**src/sxl_pkg.sv**
```systemverilog
// Package with the request and response types, codes and limits of the shared-exclusive latch.
`default_nettype none
package sxl_pkg;

	// Largest shared-holder count that is asked for, and the number of known requesters.
	localparam int READER_MAX      = 255;
	localparam int REQUESTER_COUNT = 256;

	// The counter is eight bits wide, so the usable limit never exceeds 255.
	localparam int READER_LIMIT = (READER_MAX > 255) ? 255 : READER_MAX;

	// Operation codes of a request.
	typedef enum logic [2:0] {
		OP_ACQ_SHARED = 3'd0,
		OP_ACQ_SX     = 3'd1,
		OP_ACQ_EXCL   = 3'd2,
		OP_REL_SHARED = 3'd3,
		OP_REL_SX     = 3'd4,
		OP_REL_EXCL   = 3'd5,
		OP_UPGRADE    = 3'd6,
		OP_DOWNGRADE  = 3'd7
	} sxl_op_t;

	// Answer codes.
	typedef enum logic [1:0] {
		ST_DONE   = 2'd0,
		ST_WAIT   = 2'd1,
		ST_REFUSE = 2'd2
	} sxl_status_t;

	typedef struct packed {
		logic [2:0] opcode;
		logic [7:0] requester_id;
	} sxl_req_t;

	typedef struct packed {
		logic [1:0] status;
		logic       wake_waiters;
		logic [7:0] reader_total;
	} sxl_rsp_t;

endpackage
`default_nettype wire

```
**src/shared_sx_exclusive_latch.sv**
```systemverilog
// Shared / shared-exclusive / exclusive latch answering one request per cycle while rsp_ready does not hold it back.
// A request passes through the input register and then the result register before response valid rises.
// Throughput: one request per cycle while rsp_ready holds; the lock state update is decided combinationally.
// A new request enters whenever the input register is empty or its item moves on that cycle.
// Reset (arst_n low, asynchronous): no readers, no writer, no sx holder, no pending upgrade.
`default_nettype none
module shared_sx_exclusive_latch #(
	parameter int READER_MAX      = sxl_pkg::READER_MAX,
	parameter int REQUESTER_COUNT = sxl_pkg::REQUESTER_COUNT
) (
	input  wire logic              clk,
	input  wire logic              arst_n,
	input  wire logic              req_valid,
	output logic                   req_ready,
	input  wire sxl_pkg::sxl_req_t req,
	output logic                   rsp_valid,
	input  wire logic              rsp_ready,
	output sxl_pkg::sxl_rsp_t      rsp
);
	import sxl_pkg::*;

	// The counter is eight bits wide, so the usable limit never exceeds 255.
	localparam logic [7:0]  LIMIT_C    = 8'((READER_MAX > 255) ? 255 : READER_MAX);
	localparam logic [16:0] REQ_CNT_C  = 17'(REQUESTER_COUNT);

	// Input register.
	logic     valid_s1;
	sxl_req_t req_s1;

	// Result register.
	logic     rsp_valid_q;
	sxl_rsp_t rsp_q;

	// Lock state.
	logic [7:0] reader_count_q;
	logic       writer_held_q;
	logic       sx_held_q;
	logic [7:0] sx_id_q;
	logic       upgrade_pending_q;

	// Next-state and answer of the item in the input register.
	logic [7:0]  reader_count_d;
	logic        writer_held_d;
	logic        sx_held_d;
	logic [7:0]  sx_id_d;
	logic        upgrade_pending_d;
	sxl_status_t status_d;
	logic        wake_d;
	logic        id_ok;
	logic        advance;

	// The input stage moves on whenever the result register is empty or being emptied.
	assign advance   = !rsp_valid_q || rsp_ready;
	assign req_ready = !valid_s1 || advance;
	assign rsp_valid = rsp_valid_q;
	assign rsp       = rsp_q;

	assign id_ok = {9'd0, req_s1.requester_id} < REQ_CNT_C;

	// Decide the answer and the new lock state.
	always_comb begin
		reader_count_d    = reader_count_q;
		writer_held_d     = writer_held_q;
		sx_held_d         = sx_held_q;
		sx_id_d           = sx_id_q;
		upgrade_pending_d = upgrade_pending_q;
		status_d          = ST_DONE;
		wake_d            = 1'b0;
		if (!id_ok) begin
			status_d = ST_REFUSE;
		end else begin
			case (req_s1.opcode)
				OP_ACQ_SHARED: begin
					if (writer_held_q || upgrade_pending_q || reader_count_q >= LIMIT_C) begin
						status_d = ST_WAIT;
					end else begin
						reader_count_d = reader_count_q + 8'd1;
					end
				end
				OP_ACQ_SX: begin
					if (writer_held_q || sx_held_q) begin
						status_d = ST_WAIT;
					end else begin
						sx_held_d = 1'b1;
						sx_id_d   = req_s1.requester_id;
					end
				end
				OP_ACQ_EXCL: begin
					if (reader_count_q != 8'd0 || writer_held_q || sx_held_q) begin
						status_d = ST_WAIT;
					end else begin
						writer_held_d = 1'b1;
					end
				end
				OP_REL_SHARED: begin
					if (reader_count_q == 8'd0) begin
						status_d = ST_REFUSE;
					end else begin
						reader_count_d = reader_count_q - 8'd1;
						wake_d         = (reader_count_q == 8'd1);
					end
				end
				OP_REL_SX: begin
					// A pending upgrade belongs to the sx holder, so it goes too.
					sx_held_d         = 1'b0;
					upgrade_pending_d = 1'b0;
					wake_d            = 1'b1;
				end
				OP_REL_EXCL: begin
					writer_held_d = 1'b0;
					wake_d        = 1'b1;
				end
				OP_UPGRADE: begin
					if (!sx_held_q || sx_id_q != req_s1.requester_id) begin
						status_d = ST_REFUSE;
					end else if (reader_count_q != 8'd0) begin
						upgrade_pending_d = 1'b1;
						status_d          = ST_WAIT;
					end else begin
						sx_held_d         = 1'b0;
						writer_held_d     = 1'b1;
						upgrade_pending_d = 1'b0;
						wake_d            = 1'b1;
					end
				end
				default: begin
					// Downgrade from exclusive to shared-exclusive.
					if (!writer_held_q || sx_held_q) begin
						status_d = ST_REFUSE;
					end else begin
						writer_held_d     = 1'b0;
						sx_held_d         = 1'b1;
						sx_id_d           = req_s1.requester_id;
						upgrade_pending_d = 1'b0;
						wake_d            = 1'b1;
					end
				end
			endcase
		end
	end

	// Input register control.
	always_ff @(posedge clk or negedge arst_n) begin
		if (!arst_n) begin
			valid_s1 <= 1'b0;
		end else if (req_ready) begin
			valid_s1 <= req_valid;
		end
	end

	// Input register payload.
	always_ff @(posedge clk) begin
		if (req_ready && req_valid) begin
			req_s1 <= req;
		end
	end

	// Result valid, loaded on every advance, and lock state, updated once per item leaving the input register.
	always_ff @(posedge clk or negedge arst_n) begin
		if (!arst_n) begin
			rsp_valid_q       <= 1'b0;
			reader_count_q    <= 8'd0;
			writer_held_q     <= 1'b0;
			sx_held_q         <= 1'b0;
			sx_id_q           <= 8'd0;
			upgrade_pending_q <= 1'b0;
		end else if (advance) begin
			rsp_valid_q <= valid_s1;
			if (valid_s1) begin
				reader_count_q    <= reader_count_d;
				writer_held_q     <= writer_held_d;
				sx_held_q         <= sx_held_d;
				sx_id_q           <= sx_id_d;
				upgrade_pending_q <= upgrade_pending_d;
			end
		end
	end

	// Result payload.
	always_ff @(posedge clk) begin
		if (advance && valid_s1) begin
			rsp_q.status       <= status_d;
			rsp_q.wake_waiters <= wake_d;
			rsp_q.reader_total <= reader_count_d;
		end
	end

endmodule
`default_nettype wire
```
**config.mk**
```make
export PLATFORM = sky130hd
export DESIGN_NAME = shared_sx_exclusive_latch
export DESIGN_NICKNAME = d
export VERILOG_FILES = /design/src/sxl_pkg.sv /design/src/shared_sx_exclusive_latch.sv
export SDC_FILE = /design/constraint.sdc
export NUM_CORES = 1
export LEC_CHECK = 0
export BUFFER_PORTS_ARGS = -buffer_cell sky130_fd_sc_hd__clkbuf_2
export CORE_MARGIN = 10
export CORE_UTILIZATION = 30
export CTS_BUF_LIST = sky130_fd_sc_hd__clkbuf_2
export CTS_CLUSTER_DIAMETER = 100
export DETAILED_ROUTE_END_ITERATION = 7
export GPL_TIMING_DRIVEN = 0
export MAX_ROUTING_LAYER = met4
export PLACE_DENSITY = 0.53
export SETUP_SLACK_MARGIN = 0.5
export SLEW_MARGIN = 20
export SYNTH_ARGS = -nofsm -noshare
export SYNTH_HDL_FRONTEND = slang
export SYNTH_SLANG_ARGS = --single-unit
```
**constraint.sdc**
```tcl
create_clock -name clk -period 2.8 [get_ports clk]
set_input_delay 0.14 -clock clk [delete_from_list [all_inputs] [get_ports clk]]
set_output_delay 0.14 -clock clk [all_outputs]
set_load 0.02 [all_outputs]
```
==> impl_metrics.yaml, run 1 <==
final_layout:
  area_growth_pct: 23.4
  most-common-layout-cells: "sky130_fd_sc_hd__clkbuf_2 (33), sky130_fd_sc_hd__edfxtp_1 (22), sky130_fd_sc_hd__dfrtp_1 (20)"
  sequential_cell_area_in_the_final_layout_um2: 1190
  fillers: 825
  multiInputGateArea_um2: 1220
  drive_above_1_share_pct: 23.8
  layout.cells.most_common: "sky130_fd_sc_hd__clkbuf_2"
  finish.net_count: 308
  insertedDiodeCount: 0
setup_path:
  critical_path_peak_fanout: 7
  critPathCaptureType: "flip-flop"
  cp_data_required_time_ps: 3090
  cp_slowest_cell: "sky130_fd_sc_hd__dfrtp_2"
  worst_endpoint_data_arrival_time_ps: 2490
  worst_setup_path_start_kind: "flip-flop"
  cpPeakStageDelay_ps: 470
  critical_path_start_end_classification: "reg -> reg"
  timing.critical_path.cells: "buf_4 > ha_1 > and3_1 > a2111o_1 > nor3b_2 > nor2_1 > o21bai_1"
power_and_ir_drop:
  power.density_nw_per_um2: 755
  design_power_total_mw: 2.28
  ir_worst_vdd_v: 0.000289
  power.leakage_nw: 1.13
synthesis:
  postSynthAreaPerCell_um2: 10.4
  yosysSeqAreaShare_pct: 48.5
  synth_nets: 255
  dominant_combinational_cell_family_by_area_after_synthesis: "simple AND/OR/NAND/NOR gates"
  async_reset_ff_share_pct: 48.8
  ys_seq_elements: 43
  synth_simple_gate_area_share_pct: 20.8
  synthMuxAreaShare_pct: 3.68
  synth-compound-area-share_pct: 17.3
  syn_inst: 236
  yosys_most_used_dff: "sky130_fd_sc_hd__edfxtp_1"
  adder_cell_fraction_of_synth_area_pct: 2.05
  synth_cell_type_count: 55
  synth_enable_flop_cells: 22
  mappedNetlistArea_um2: 2450
  yosys.area_share.xor_xnor_pct: 3.94
  synth_warnings: 0
drt:
  drt_drc_violations_left: 0
  routed_via_density: 5.19
  detail_route.iter0.violations: 67
  firstDrtPassIters: 6
  drtAntennaViolNets: 0
  drt-wirelength-per-cell_um: 14.8
  route.vias.total: 2034
  drt_wl_total_um: 5810
place:
  io_buffers: 27
  gp_congestion: 0.904
  dpl.hpwl_um: 4140
sta:
  finalWorstPathRequiredPeriod_ps: 2200
  worst_slew_margin_rel_pct: 54.7
  timing.final.hold_violations: 0
  slew_viol_final: 0
  summed_negative_setup_slack_over_all_endpoints_ps: 0
  rsz0062_at_grt: "yes"
  timing.final.setup_violations: 0
  maximum_clock_frequency_mhz: 455
  finClkSkew_ps: 10.8
  worst_pin_slew_ps: 679
  final_worst_path_cycle_share_pct: 78.6
floorplan:
  ios: 28
  overall_die_area_um2: 12200
  die_height_um: 110
  core_area_um2: 7850
  die_w_um: 110
  rows: 32
  floorplan.initialDensity_pct: 31.2
status:
  status: "finished clean"
flow_run:
  maxCapViolations: 0
grt:
  grt_util_met3_pct: 2.26
  grt_use_total_pct: 10.1
  grt_pass1_vias: 2007
  grt_max_degree: 22
  grt_antenna_before_repair: 0
  grtUsageMet2_pct: 17.2
  grtUsageMet1_pct: 11.9
  grt_pass1_wl_um: 9630
  congestion_overflow_gr: 0
  top_usage_layer: "met2"
clock_tree:
  clockRootBuffer: "sky130_fd_sc_hd__clkbuf_2"
  cts_tree: "built"
  clock-sinks: 43
  clk_transition_reported_paths_ps: 240
  clock_buffer_count_from_cts: 5
  htree_levels: 2
  cts_max_path_buffers: 2
  clock_network_latency_to_the_later_pin_of_the_worst_skew_pair_ps: 420
worst_hold_path:
  hold_path_class: "in -> async"
-- final cells by class --
cell class / count / share of cell area [%]
plain buffers: 15 / 2.45
clock buffers: 5 / 0.829
clock inverters: 3 / 1.41
inverters: 7 / 0.870
multi-input cells: 171 / 40.4
flip-flops and latches: 43 / 39.3
well taps: 102 / 4.23
repair buffers: 46 / 10.4
-- power breakdown --
part           leakage (nW)  switching, mW  internal (mW)
Combinational         0.621          0.531          0.427
Clock                0.0410          0.225          0.152
Sequential            0.473          0.107          0.838
-- metal layers --
layer	vias to the layer above	share of wire [%]
met5	-	0
met2	45	50
met3	5	4.4
li1	994	-
met1	990	45
met4	0	0.65
-- kinds of logic after synthesis --
logic type | count (synthesis)
AO/OA/AOI/OAI | 58
XOR/XNOR | 11
adder cells (fa/ha/maj) | 4
buffers and inverters | 22
flip-flops | 43
multiplexers | 8
AND/OR/NAND/NOR | 90
-- Yosys cell counts, types with 4 or more instances --
library cell | number | area, µm²
sky130_fd_sc_hd__or3_1 | 5 | 31.3
sky130_fd_sc_hd__o211ai_1 | 4 | 30.0
sky130_fd_sc_hd__nand2_1 | 18 | 67.6
sky130_fd_sc_hd__nor2_1 | 16 | 60.1
sky130_fd_sc_hd__clkbuf_1 | 12 | 45.0
sky130_fd_sc_hd__inv_1 | 7 | 26.3
sky130_fd_sc_hd__nand3_1 | 5 | 25.0
sky130_fd_sc_hd__nor3_1 | 8 | 40.0
sky130_fd_sc_hd__nand2b_1 | 7 | 43.8
sky130_fd_sc_hd__ha_1 | 4 | 50.1
sky130_fd_sc_hd__mux2_2 | 8 | 90.1
sky130_fd_sc_hd__dfrtp_1 | 21 | 526
sky130_fd_sc_hd__o21ai_0 | 6 | 30.0
sky130_fd_sc_hd__a21oi_1 | 16 | 80.1
sky130_fd_sc_hd__edfxtp_1 | 22 | 661
sky130_fd_sc_hd__nand4_1 | 5 | 31.3
sky130_fd_sc_hd__o22ai_1 | 5 | 31.3
sky130_fd_sc_hd__xnor2_1 | 10 | 87.6
-- critical path: cells and delay by family (launching register included) --
kind | cells | cell delay (ps)
flops | 1 | 470
compound gates | 2 | 610
fa+ha+maj | 1 | 220
buf+inv | 1 | 160
simple gates | 3 | 620
-- worst paths after layout --
kind / start / to / slack [ps] / depth (start not counted)
max: reader_count_q[1]$_DFFE_PN0P_ / rsp[7]$_DFFE_PP_ / 600 / 7
min: arst_n / rsp_valid$_DFFE_PN0N_ / 210 / 2
max reg2reg: reader_count_q[1]$_DFFE_PN0P_ / rsp[7]$_DFFE_PP_ / 600 / 7
min reg2reg: valid_s1$_DFFE_PN0N_ / rsp_valid$_DFFE_PN0N_ / 520 / 1
max in group asynchronous: arst_n / reader_count_q[1]$_DFFE_PN0P_ / 2180 / 2
min in group clk: req[6] / req_s1[6]$_DFFE_PP_ / 400 / 2
-- through the flow --
stage / std cells / cell area (µm²) / setup slack [ps] / utilization, % / hold slack, ps
final: 392 / 3020 / 600 / 38.5 / 206
after detailed placement: 365 / 2710 / 178 / 34.5 / 185
after global placement: 365 / 2710 / 188 / 34.5 / 176
after floorplan: 236 / 2450 / 583 / - / -156
after CTS: 391 / 2980 / 512 / 38.0 / 218
after global routing: 392 / 3020 / 479 / 38.5 / 224
-- flip-flops by register name (all words and copies together) (netlist names) --
signal             cells
reader_count_q         8
req_s1                11
rsp                   11
rsp_valid              1
sx_held_q              1
sx_id_q                8
upgrade_pending_q      1
valid_s1               1
writer_held_q          1
-- what timing repair did --
| action | 4_1_cts | 5_1_grt |
|---|---|---|
| hold buffers | 15 | 0 |
| setup buffers | 3 | 1 |
| gates resized for setup | 10 | 7 |
| hold endpoints to repair | 34 | 0 |
| endpoints found under the setup margin | 16 | 11 |
| pin swaps | 1 | 1 |
Note: power is estimated with default switching activity, not from simulation.
==> run 2: changes to the inputs <==
==> constraint.sdc (replaced) <==
create_clock -name clk -period 2.14 [get_ports clk]
set_input_delay 0.107 -clock clk [delete_from_list [all_inputs] [get_ports clk]]
set_output_delay 0.107 -clock clk [all_outputs]
set_load 0.02 [all_outputs]
==> run 2 against run 1 <==
- first-iteration DRC count rose to 2.8 times the previous value
- via count up 6.2%
- clock power down 2%
- sequential cell count unchanged
- utilization up 5.8 points
- critical path type unchanged
- critical endpoint is now reader_count_q[6]$_DFFE_PN0P_
- largest power group unchanged
==> impl_metrics.yaml, run 2 (synthesis gave the netlist of run 1 again) <==
grt:
  grt_max_degree: 22
  congestion_overflow_gr: 0
  grt_pass1_vias: 2141
  grt_pass1_wl_um: 10700
  grt_antenna_before_repair: 0
  grt_use_total_pct: 11.4
drt:
  routed_metal_1_wirelength_um: 2870
  uppermost_routed_layer: "met4"
  routed_via_density: 5.11
  detail_route.iter0.violations: 186
  met2_length_um: 2960
  drtAntennaViolNets: 0
  drt_wl_total_um: 6290
  drt_drc_violations_left: 0
  firstDrtPassIters: 4
  met3WireLength_um: 321
  route.vias.total: 2161
  drt-wirelength-per-cell_um: 14.9
status:
  status: "finished clean"
final_layout:
  finalCoreUtilization_pct: 44.2
  most-common-layout-cells: "sky130_fd_sc_hd__clkbuf_2 (35), sky130_fd_sc_hd__buf_4 (28), sky130_fd_sc_hd__edfxtp_1 (22)"
  multiInputGateArea_um2: 1380
  layout.cells.most_common: "sky130_fd_sc_hd__clkbuf_2"
  area_growth_pct: 41.9
  fillers: 784
  insertedDiodeCount: 0
  drive_above_1_share_pct: 41.1
  sequential_cell_area_in_the_final_layout_um2: 1190
  finish.net_count: 339
setup_path:
  worst_endpoint_data_arrival_time_ps: 2460
  critPathCaptureType: "flip-flop"
  critical_path_start_end_classification: "reg -> reg"
  cp_data_required_time_ps: 2530
  worst_setup_path_start_kind: "flip-flop"
  critical_path_peak_fanout: 4
place:
  gp_congestion: 0.858
  io_buffers: 27
  dpl.hpwl_um: 4100
  placement.setup.worst_slack_ps: -90.6
sta:
  worst_slew_margin_rel_pct: 59.5
  worst_pin_slew_ps: 608
  finClkSkew_ps: 18.3
  final_worst_path_cycle_share_pct: 96.6
  worst_slack_ps: 71.9
  summed_negative_setup_slack_over_all_endpoints_ps: 0
  slew_viol_final: 0
  timing.final.hold_violations: 0
  timing.final.setup_violations: 0
  rsz0062_at_grt: "yes"
  finalWorstPathRequiredPeriod_ps: 2070
  maximum_clock_frequency_mhz: 484
worst_hold_path:
  hold_path_class: "in -> async"
power_and_ir_drop:
  design_power_total_mw: 3.21
  ir_worst_vdd_v: 0.000340
  power.density_nw_per_um2: 924
  power.leakage_nw: 1.33
clock_tree:
  htree_levels: 2
  clock-sinks: 43
  clockRootBuffer: "sky130_fd_sc_hd__clkbuf_2"
  clock_network_latency_to_the_later_pin_of_the_worst_skew_pair_ps: 430
  clk_transition_reported_paths_ps: 250
  clock_buffer_count_from_cts: 5
  cts_tree: "built"
  cts_max_path_buffers: 2
floorplan:
  overall_die_area_um2: 12200
  die_w_um: 110
  die_height_um: 110
  rows: 32
  core_area_um2: 7850
  ios: 28
  floorplan.initialDensity_pct: 31.2
flow_run:
  maxCapViolations: 0
-- run 2: layout make-up --
cell class                      count  area share, %
Clock inverter                      3          0.577
Clock buffer                        5          0.721
Timing Repair Buffer               77           17.3
Buffer                             15           2.78
Tap cell                          102           3.68
Multi-Input combinational cell    171           39.9
Inverter                            7          0.829
Sequential cell                    43           34.2
-- run 2: critical path, stage by stage (launching register included) --
cell and delay [ps]:
sky130_fd_sc_hd__dfrtp_2 500, sky130_fd_sc_hd__inv_4 100, sky130_fd_sc_hd__ha_4 140, sky130_fd_sc_hd__or3b_4 370, sky130_fd_sc_hd__or3_4 340, sky130_fd_sc_hd__or3_4 330, sky130_fd_sc_hd__a21oi_2 120, sky130_fd_sc_hd__a221o_1 110
-- run 2: final timing paths --
path | from | endpoint | slack (ps) | depth (start not counted)
setup / recovery | reader_count_q[1]$_DFFE_PN0P_ | reader_count_q[6]$_DFFE_PN0P_ | 70 | 7
hold / removal | arst_n | reader_count_q[5]$_DFFE_PN0P_ | 150 | 2
setup reg to reg | reader_count_q[1]$_DFFE_PN0P_ | reader_count_q[6]$_DFFE_PN0P_ | 70 | 7
hold reg to reg | valid_s1$_DFFE_PN0N_ | rsp_valid$_DFFE_PN0N_ | 520 | 1
max in group asynchronous | arst_n | rsp_valid$_DFFE_PN0N_ | 1560 | 2
min in group clk | req[6] | req_s1[6]$_DFFE_PP_ | 370 | 2
-- run 2: power by group --
part           internal [mW]  leakage, nW  switching [mW]  total, mW
clock                 0.0787       0.0266           0.292      0.371
sequential              1.10        0.472           0.145       1.24
combinational          0.768        0.827           0.826       1.59
total                   1.94         1.33            1.26       3.21
-- run 2: timing repair --
| action | 4_1_cts | 5_1_grt |
|---|---|---|
| gates resized for setup | 43 | 12 |
| hold endpoints to repair | 34 | 0 |
| buffers inserted | 32 | 3 |
| hold buffers | 15 | 0 |
| pin swaps | 29 | 15 |
| endpoints found under the setup margin | 30 | 30 |
-- run 2: layer usage --
layer / vias up / track usage (%)
li1: 1058 / -
met1: 1026 / 13.9
met2: 63 / 17.9
met3: 14 / 2.50
met4: 0 / 4.59
met5: - / -
-- run 2: per-stage QoR --
stage | cells | area, µm² | hold WS (ps)
final | 423 | 3470 | 153
after global routing | 423 | 3470 | 149
after CTS | 420 | 3410 | 185
after detailed placement | 365 | 2780 | 157
after global placement | 365 | 2780 | 143
after floorplan | 236 | 2510 | -189
